### src/hdl/sle_pkg.sv
// Shared types and constants of the sprite line engine
package sle_pkg;
  localparam int MemBytes = 16384;
  localparam int MemAw = $clog2(MemBytes);
  localparam int LatchCount = 4;
  localparam int LatchIw = 2;
  localparam int AttrEntries = 32;

  typedef enum logic [2:0] {
    ACT_WR_MEM = 3'd0, ACT_WR_PIX = 3'd1, ACT_RD_PIX = 3'd2,
    ACT_WR_STAT = 3'd3, ACT_EVAL = 3'd4, ACT_COMP = 3'd5,
    ACT_NONE6 = 3'd6, ACT_NONE7 = 3'd7
  } action_t;

  localparam logic [1:0] REG_ATTR_BASE = 2'd0;
  localparam logic [1:0] REG_PAT_BASE  = 2'd1;
  localparam logic [1:0] REG_SIZE_MODE = 2'd2;

  // datapath operation selected by the controller each cycle
  typedef enum logic [3:0] {
    OP_IDLE, OP_SIMPLE, OP_EV_INIT, OP_EV_Y, OP_EV_CHECK, OP_EV_X, OP_EV_NAME,
    OP_EV_ATTR, OP_EV_PAT0, OP_EV_PAT1, OP_EV_DONE, OP_CP_INIT, OP_CP_READ,
    OP_CP_WRITE, OP_DONE
  } op_t;

  typedef struct packed {
    op_t op;
  } cmd_t;

  typedef struct packed {
    logic ev_stop;   // scan ends after this entry
    logic ev_hit;    // entry covers the line
    logic ev_last;   // entry index has passed the last table entry
    logic ev_end;    // entry being checked is the last of the table
    logic cp_done;   // all sprite pixels visited
  } stat_t;
endpackage

### src/hdl/sle_ctrl.sv
// Controller sequencing actions through the datapath
module sle_ctrl (
  input  logic clk,
  input  logic rst,
  input  logic start,
  input  logic [2:0] action,
  input  sle_pkg::stat_t stat,
  output sle_pkg::cmd_t cmd,
  output logic busy
);
  import sle_pkg::*;
  typedef enum logic [3:0] {
    S_IDLE, S_SIMPLE, S_EV_INIT, S_EV_Y, S_EV_CHECK, S_EV_X, S_EV_NAME, S_EV_ATTR,
    S_EV_PAT0, S_EV_PAT1, S_EV_DONE, S_CP_INIT, S_CP_READ, S_CP_WRITE, S_DONE
  } state_t;
  state_t state;

  // command decode from state
  always_comb begin
    unique case (state)
      S_IDLE:     cmd.op = OP_IDLE;
      S_SIMPLE:   cmd.op = OP_SIMPLE;
      S_EV_INIT:  cmd.op = OP_EV_INIT;
      S_EV_Y:     cmd.op = OP_EV_Y;
      S_EV_CHECK: cmd.op = OP_EV_CHECK;
      S_EV_X:     cmd.op = OP_EV_X;
      S_EV_NAME:  cmd.op = OP_EV_NAME;
      S_EV_ATTR:  cmd.op = OP_EV_ATTR;
      S_EV_PAT0:  cmd.op = OP_EV_PAT0;
      S_EV_PAT1:  cmd.op = OP_EV_PAT1;
      S_EV_DONE:  cmd.op = OP_EV_DONE;
      S_CP_INIT:  cmd.op = OP_CP_INIT;
      S_CP_READ:  cmd.op = OP_CP_READ;
      S_CP_WRITE: cmd.op = OP_CP_WRITE;
      default:    cmd.op = OP_DONE;
    endcase
  end

  // state register and busy flag
  always_ff @(posedge clk) begin
    if (rst) begin
      state <= S_IDLE;
      busy <= 1'b0;
    end else begin
      unique case (state)
        S_IDLE: begin
          if (start) begin
            busy <= 1'b1;
            if (action == ACT_EVAL) state <= S_EV_INIT;
            else if (action == ACT_COMP) state <= S_CP_INIT;
            else state <= S_SIMPLE;
          end
        end
        S_SIMPLE:   state <= S_DONE;
        S_EV_INIT:  state <= S_EV_Y;
        S_EV_Y:     state <= S_EV_CHECK;
        S_EV_CHECK: begin
          if (stat.ev_stop) state <= S_EV_DONE;
          else if (stat.ev_hit) state <= S_EV_X;
          else if (stat.ev_end) state <= S_EV_DONE;
          else state <= S_EV_Y;
        end
        S_EV_X:     state <= S_EV_NAME;
        S_EV_NAME:  state <= S_EV_ATTR;
        S_EV_ATTR:  state <= S_EV_PAT0;
        S_EV_PAT0:  state <= S_EV_PAT1;
        S_EV_PAT1:  state <= stat.ev_last ? S_EV_DONE : S_EV_Y;
        S_EV_DONE:  state <= S_DONE;
        S_CP_INIT:  state <= stat.cp_done ? S_DONE : S_CP_READ;
        S_CP_READ:  state <= S_CP_WRITE;
        S_CP_WRITE: state <= stat.cp_done ? S_DONE : S_CP_READ;
        S_DONE: begin
          state <= S_IDLE;
          busy <= 1'b0;
        end
        default: state <= S_IDLE;
      endcase
    end
  end
endmodule

### config.mk
export PLATFORM = sky130hd
export DESIGN_NAME = sle_ctrl
export DESIGN_NICKNAME = d
export VERILOG_FILES = /design/src/hdl/sle_pkg.sv /design/src/hdl/sle_ctrl.sv
export SDC_FILE = /design/constraint.sdc
export NUM_CORES = 1
export LEC_CHECK = 0
export ABC_AREA = 0
export ABC_CLOCK_PERIOD_IN_PS = 3440
export BUFFER_PORTS_ARGS = -buffer_cell sky130_fd_sc_hd__buf_2
export CORE_MARGIN = 1
export CORE_UTILIZATION = 40
export CTS_CLUSTER_DIAMETER = 120
export DETAILED_ROUTE_END_ITERATION = 12
export GPL_TIMING_DRIVEN = 0
export PLACE_DENSITY = 0.77
export SYNTH_ARGS = -nofsm -noshare
export SYNTH_HDL_FRONTEND = slang
export SYNTH_SLANG_ARGS = --single-unit
### constraint.sdc
create_clock -name clk -period 3.44 [get_ports clk]
set_input_delay 0.688 -clock clk [delete_from_list [all_inputs] [get_ports clk]]
set_output_delay 0.688 -clock clk [all_outputs]
set_load 0.05 [all_outputs]
==> After elaboration in Yosys (flattened, before gate mapping) <==
Memory sizes are Yosys's and may differ from the RTL's. A register that Yosys moved wholly into a read port is not among the register bits.
Index checks and enable logic that the tools add are counted.
{ "word_totals": {"reg_bits": 5, "romBits": 64, "inputBits": 11, "output_inout_bits": 5, "wordCells": 38, "memories": 1} }
{ "mem_list": {"columns": ["memory", "words", "word_bits", "rd", "rd_ports_with_merged_regs", "write_ports", "line_no", "rtl"], "rows": [
  ["(no name shown)", 16, 4, 1, 1, 0, "sle_ctrl.sv:20", "unique case (state)"]
]} }
{ "classes": {"eq_ne": 17, "mux": 13, "reduce_logical": 5} }
{ "ops": {"columns": ["op", "count"], "rows": [
  ["$pmux 4 s12", 1],
  ["$mux 4", 9],
  ["$eq 4x4->1 const B", 7],
  ["$eq 4x3->1 const B", 4],
  ["$eq 4x2->1 const B", 2],
  ["$eq 3x3->1 const B", 2],
  ["$eq 4x1->1 const B", 1],
  ["$logic_not 4->1", 1],
  ["$reduce_or 2->1", 2],
  ["$mux 2", 1],
  ["$ne 2x2->1 const B", 1],
  ["$pmux 1 s2", 1],
  ["$reduce_and 2->1", 1],
  ["$reduce_bool 2->1", 1],
  ["$mux 1", 1]
]} }

==> Depth between registers and ports, before layout <==
Gate-level depths: netlist of the first run.
{ "depth": {"ltp_word": 7, "depth_mapped": 5, "ltp_nobuf": 4} }

==> Worst setup path before layout of the first run <==
Ideal clock, no wire load.
{ "synth_path": {"path_kind": "input to register", "from": "input stat[0] (netlist bit)", "to": "register cmd[1] (netlist name)", "setup_ns": 0.087, "arrival_ns": 1.544, "required_ns": 3.353, "slack_ns": 1.809, "path_stages": 4, "n_path_buf": 0, "path_cell_list": "nand2_1 maj3_1 a2111o_1 o31ai_1"} }
{ "synth_via": {"elab_chain_len": 4} }
{ "synth_rtl": {"columns": ["element", "line_no", "rtl"], "rows": [
  ["start: declaration", "sle_ctrl.sv:7", "input sle_pkg::stat_t stat,"],
  ["$mux 2", "sle_ctrl.sv:69, sle_ctrl.sv:71", null],
  ["$pmux 4 s12", "sle_ctrl.sv:45", "unique case (state)"],
  ["$mux 4 (no line) (2 in series)", null, null]
]} }
Every way passes these cells.
A chain may end at the register's enable or synchronous reset.

==> Worst setup path after layout of the first run <==
{ "layout_path": {"from": "register busy", "to": "output busy"} }
{ "layout_rtl": {"columns": ["element", "line_no", "rtl"], "rows": [
  ["start: declaration", "sle_ctrl.sv:9", "output logic busy"],
  ["start signal: assignment", "sle_ctrl.sv:43", "busy <= 1'b0;"],
  ["start signal: assignment", "sle_ctrl.sv:48", "busy <= 1'b1;"],
  ["start signal: assignment", "sle_ctrl.sv:74", "busy <= 1'b0;"]
]} }
No word-level cell between the ends.

==> flow_summary.yaml, run 1 <==
outcome:
  status: "complete, no violations"
worst_setup_path:
  path_cells: "buf_2"
  critical_path_class: "reg2out"
  crit_buf_inv: 1
  arrival_ns: 0.86
  slowest_delay_ns: 0.33
  crit_family: "flip-flops"
  cp-start-kind: "register"
  crit_slowest_cell: "dfxtp_1"
  crit_fanout: 2
  worstPathRequired_ns: 2.75
  crit_cells: 1
  cp-end-kind: "output port"
  rr_worst_depth: 4
global_route:
  grt_usage_pct: 18.67
  grt_max_degree: 11
  antenna_found_initial: 0
  grt_overflow: 0
  grt_pass1_wl_microns: 1794
  grt_pass1_vias: 440
timing:
  fin_crit_sh_pct: 45.03
  finalWorstSetupSlack_ns: 1.891
  drv_slew: 0
  final-setup-viol-count: 0
  hold_viol: 0
  period_minus_slack_ns: 1.549
  rsz0062_at_grt: "no"
  maxSlewHeadroom_pct: 74.65
  tightest_slew_ns: 0.3768
  max_freq_mhz: 645.6
  tns_ns: 0
  fin_skew_ns: 0.008632
  holdWs_ns: 0.5562
place:
  place_inst: 91
  port_buffers: 15
  dp_slack_ns: 1.682
  place_area_sq_um: 621.8
  dp_hpwl_microns: 866.9
  gp_routability_congestion: 0.8549
clocking:
  cts_resized: 0
  postCtsSetupBuffers: 0
  cts_buffer_depth: 2
  numClockSinks: 9
  cts.clk_slew.worst_paths_ns: 0.07
  numCtsBuffers: 3
  cts_root_buffer: "clkbuf_4"
  insertion_delay_ns: 0.27
  htreeDepth: 1
  hold_buffers: 0
  cts_tree: "built"
synthesis:
  syn_inst: 62
  yosysWarnings: 0
  syn_nets: 73
  synth-seq-cells: 9
  synth_cell_types: 27
  synth_area_sq_um: 529.3
  ys_seq_area_share_pct: 34.04
  syn_area_per_cell_sq_um: 8.536
die:
  die_w_microns: 38.38
  rows: 12
  die_h_microns: 38.38
  die_area_sq_um: 1473
  design.portCount: 16
  core-area_sq_um: 1171
  start_util_pct: 45.19
route:
  ant_nets: 0
  vias: 567
  drc_errors: 0
  wire_per_inst_microns: 12.58
  drt-initial-drc-count: 7
  avgViaCountPerCell: 5.968
  drtPass1Iterations: 4
  wirelength_microns: 1195
layout:
  fin_cells: 95
  mostFrequentLayoutCell: "buf_2"
  n_antenna_cell: 0
  fin_util_pct: 55.34
  fin_area_sq_um: 648.1
  final_cell_mix: "19 x buf_2, 9 x dfxtp_1, 4 x a21oi_1, 4 x o21ai_0"
  syn_to_final_growth_pct: 22.46
  final_nets: 93
  drive_above_1_share_pct: 29.63
power:
  finalPower_mw: 0.6072
  p_leak_nw: 0.2642
  ir_drop_mv: 0.3132
  powerDensity_nw_per_um2: 936.9
hold_path:
  hold_path_depth: 2
  min_path_type: "reg2reg"
job:
  maxCapViolations: 0
## report_power, final
part	internal [mW]	leakage, nW	switching (mW)
Sequential	0.144	0.0743	0.0273
Clock	0.0448	0.0150	0.0397
Combinational	0.125	0.175	0.226
Total	0.314	0.264	0.293
## logic make-up (layout without fill, tap and decap cells)
| kind of cell | after synthesis | count (layout) | share of synthesized area [%] |
|---|---|---|---|
| adders and majority gates | 1 | 1 | 1.891 |
| AOI/OAI and AO/OA | 23 | 23 | 31.45 |
| and+or+nand+nor | 21 | 21 | 25.06 |
| DFF | 9 | 9 | 34.04 |
| xor gates and xnor gates | 1 | 1 | 1.655 |
| buffers and inverters | 7 | 26 | 5.910 |
## tightest hold or removal path: stages (launching register included)
cell	delay, ns
dfxtp_1	0.31
a31oi_1	0.14
a311oi_1	0.06
## flip-flops by register name, summed over array words and instances (netlist names)
| signal | flops |
|---|---|
| state | 4 |
| cmd | 4 |
| busy | 1 |
## metal layers
layer  up-vias  routed length, microns  global-route usage, %
li1        277                       -                      -
met1       257                     545                  21.35
met2        29                     521                  28.39
met3         4                      81                  3.488
met4         0                      47                  18.10
met5         -                       0                      0
## synthesized netlist by cell type, drive strengths merged
| cell type | instances | area, sq um |
|---|---|---|
| a2111o | 1 | 11.26 |
| a32oi | 1 | 8.760 |
| a21boi | 1 | 7.510 |
| nor4b | 2 | 17.52 |
| a31oi | 3 | 18.77 |
| o21ai | 5 | 36.29 |
| nand3b | 2 | 15.01 |
| o211ai | 1 | 7.510 |
| nand2b | 3 | 18.77 |
| dfxtp | 9 | 180.2 |
| nor2 | 3 | 11.26 |
| a21o | 1 | 7.510 |
| inv | 3 | 11.26 |
| nor2b | 2 | 12.51 |
| or4 | 1 | 11.26 |
| a311oi | 3 | 26.28 |
| xor2 | 1 | 8.760 |
| o31ai | 3 | 22.52 |
| nor3 | 1 | 5.000 |
| nor4 | 2 | 12.51 |
| a21oi | 4 | 20.02 |
| maj3 | 1 | 10.01 |
| buf | 4 | 20.02 |
| and2 | 1 | 6.260 |
| nand2 | 2 | 7.510 |
| nor3b | 2 | 15.01 |
## area by class of cell
type / instances / area (sq um)
fillers: 115 / 523.0
multi-input cells: 46 / 317.8
well taps: 14 / 17.52
plain buffers: 4 / 20.02
flip-flops and latches: 9 / 180.2
inverters: 3 / 11.26
repair buffers: 15 / 75.07
clock buffers: 4 / 26.28
## worst paths after layout
kind              startpoint     end  slack, ns
setup / recovery        busy    busy       1.89
hold / removal          busy    busy       0.56
setup reg to reg    state[2]  cmd[1]       1.90
hold reg to reg         busy    busy       0.56
Power figures use the tool's default switching activity.
==> run 2, diff against run 1 <==
--- a/config.mk
+++ b/config.mk
@@ -5,15 +5,15 @@
 export SDC_FILE = /design/constraint.sdc
 export NUM_CORES = 1
 export LEC_CHECK = 0
-export ABC_AREA = 0
-export ABC_CLOCK_PERIOD_IN_PS = 3440
+export ABC_AREA = 1
+export ABC_CLOCK_PERIOD_IN_PS = 1600
 export BUFFER_PORTS_ARGS = -buffer_cell sky130_fd_sc_hd__buf_2
 export CORE_MARGIN = 1
 export CORE_UTILIZATION = 40
 export CTS_CLUSTER_DIAMETER = 120
 export DETAILED_ROUTE_END_ITERATION = 12
 export GPL_TIMING_DRIVEN = 0
-export PLACE_DENSITY = 0.77
+export PLACE_DENSITY = 0.76
 export SYNTH_ARGS = -nofsm -noshare
 export SYNTH_HDL_FRONTEND = slang
 export SYNTH_SLANG_ARGS = --single-unit
==> constraint.sdc (replaced) <==
create_clock -name clk -period 1.6 [get_ports clk]
set_input_delay 0.32 -clock clk [delete_from_list [all_inputs] [get_ports clk]]
set_output_delay 0.32 -clock clk [all_outputs]
set_load 0.05 [all_outputs]
==> run 2 against run 1 <==
  * Global-route usage increased by 0.66 points
  * Largest power group unchanged
  * Total power up 110%
  * Register-to-register slack worse by 1.6 ns
  * Combinational power rose by 99%
  * Largest cell class unchanged
  * Clock skew down 0.0054 ns
==> flow_summary.yaml, run 2 <==
outcome:
  status: "complete, no violations"
place:
  port_buffers: 15
  place_inst: 114
  dp_hpwl_microns: 973.6
  dp_slack_ns: 0.3247
  gp_routability_congestion: 0.9205
route:
  drc_errors: 0
  ant_nets: 0
  vias: 590
  wire_per_inst_microns: 10.78
  drtPass1Iterations: 4
  wirelength_microns: 1272
  avgViaCountPerCell: 5.000
  drt-initial-drc-count: 31
die:
  core-area_sq_um: 1186
  die_area_sq_um: 1502
  start_util_pct: 45.57
  design.portCount: 16
  rows: 12
  die_w_microns: 38.76
  die_h_microns: 38.76
clocking:
  postCtsSetupBuffers: 0
  htreeDepth: 1
  numCtsBuffers: 3
  cts_buffer_depth: 2
  cts_tree: "built"
  hold_buffers: 0
  insertion_delay_ns: 0.26
  cts.clk_slew.worst_paths_ns: 0.06
  cts_root_buffer: "clkbuf_4"
  numClockSinks: 9
  cts_resized: 0
layout:
  drive_above_1_share_pct: 27.88
  mostFrequentLayoutCell: "nand2_1"
  final_nets: 116
  fin_util_pct: 55.59
  n_antenna_cell: 0
  n_fill_cell: 120
  fin_cells: 118
  final_cell_mix: "20 x nand2_1, 15 x buf_2, 13 x nor2_1"
  syn_to_final_growth_pct: 21.99
power:
  p_leak_nw: 0.3662
  ir_drop_mv: 0.9096
  powerDensity_nw_per_um2: 1900
synthesis:
  syn_area_per_cell_sq_um: 6.359
  synth_cell_types: 18
  synth-async-reset-ratio_pct: 0
  synth_area_sq_um: 540.5
  syn_nets: 96
  yosysWarnings: 0
  synthTopCellsByArea: "dfxtp_1 33%, nand2_1 14%, nor2_1 9.0%"
  yosysTopAreaCellShare_pct: 33.33
  syn_inst: 85
  synth_edf_count: 0
  synthFlopType: "dfxtp_1"
  ys_seq_area_share_pct: 33.33
  synth-seq-cells: 9
  synth_top_cell_by_area: "dfxtp_1"
  synth_most_common_cell: "nand2_1"
  ys_top_cells_by_count: "20 x nand2_1, 13 x nor2_1, 12 x inv_1"
worst_setup_path:
  cp-start-kind: "register"
  crit_family: "simple AND/OR/NAND/NOR gates"
  rr_endpoint: "cmd[3]"
  r2r-start: "state[1]"
  crit_buf_inv: 1
  slowest_delay_ns: 0.52
  crit_slowest_cell: "dfxtp_1"
  crit_fanout: 7
  path_cells: "nor2_4, nand2_1, nor2_1, nor2_1, nand3_1, nand2_1, inv_1"
  critical_path_class: "reg2reg"
  worstPathRequired_ns: 1.76
  arrival_ns: 1.45
  rr_worst_depth: 7
  cp-end-kind: "register"
  ff2ff_setup_slack_ns: 0.31
timing:
  tns_ns: 0
  maxSlewHeadroom_pct: 77.30
  finalWorstSetupSlack_ns: 0.3148
  hold_viol: 0
  fin_skew_ns: 0.003234
  drv_slew: 0
  final-setup-viol-count: 0
  max_freq_mhz: 778.1
  rsz0062_at_grt: "no"
  period_minus_slack_ns: 1.285
  tightest_slew_ns: 0.3405
  fin_crit_sh_pct: 80.32
global_route:
  grt_overflow: 0
  grt_pass1_vias: 506
  grt_usage_pct: 19.33
  grt_max_degree: 8
  grt_pass1_wl_microns: 1945
  antenna_found_initial: 0
hold_path:
  hold_path_depth: 2
  min_to: "state[2]"
  hp-start: "rst"
  min_path_type: "in2reg"
job:
  maxCapViolations: 0
## run 2: cell types whose count changed after synthesis, sizes merged, moves of 3 or more
cell,change
a21oi,+4
a311oi,-3
a31oi,-3
buf,-4
inv,+10
nand2,+21
nand2b,-3
nand3,+7
nor2,+13
o31ai,-3
## run 2: how the worst max path moves through the flow
stage,startpoint,to,slack [ns],cells past startpoint
final,state[1],cmd[3],0.31,7
after detailed placement,state[1],state[3],0.32,7
after floorplan,state[3],cmd[0],0.51,4
after global routing,state[1],state[1],0.17,7
after CTS,state[1],cmd[3],0.31,7
after global placement,state[3],cmd[0],0.36,4
## run 2: final cells by class
cell class | instances | area [sq um] | share of cell area, %
clock buffer | 4 | 26.28 | 3.985
inverter | 13 | 48.80 | 7.400
multi-input combinational | 63 | 311.5 | 47.25
sequential | 9 | 180.2 | 27.32
tap | 14 | 17.52 | 2.657
timing repair buffer | 15 | 75.07 | 11.39
## run 2: logic make-up (layout without fill, tap and decap cells)
family / count (synthesis) / in the layout / synth area share, %
compound gates: 14 / 14 / 15.05
buf+inv: 13 / 32 / 9.027
simple gates: 49 / 49 / 42.59
flops: 9 / 9 / 33.33
## run 2: through the flow
step | total power [mW] | cell area [sq um] | hold WS, ns
final | 1.253 | 659.4 | 0.2536
after global routing | 1.347 | 659.4 | 0.2577
after CTS | 1.254 | 659.4 | 0.2529
after detailed placement | 1.073 | 633.1 | 0.4824
after global placement | 1.054 | 633.1 | 0.4741
after floorplan | 0.9194 | 540.5 | 0.3891
## run 2: metal layers
| layer | GRT usage, % | part of all wire [%] | wire [microns] |
|---|---|---|---|
| met4 | 10.34 | 1.6 | 20 |
| met5 | 0 | 0 | 0 |
| met1 | 23.94 | 46 | 582 |
| met3 | 1.734 | 4.2 | 54 |
| met2 | 32.50 | 48 | 614 |
## run 2: power by group
part / internal (mW) / switching, mW
logic: 0.202 / 0.495
clock network: 0.0963 / 0.0816
registers: 0.308 / 0.0705
total: 0.606 / 0.647
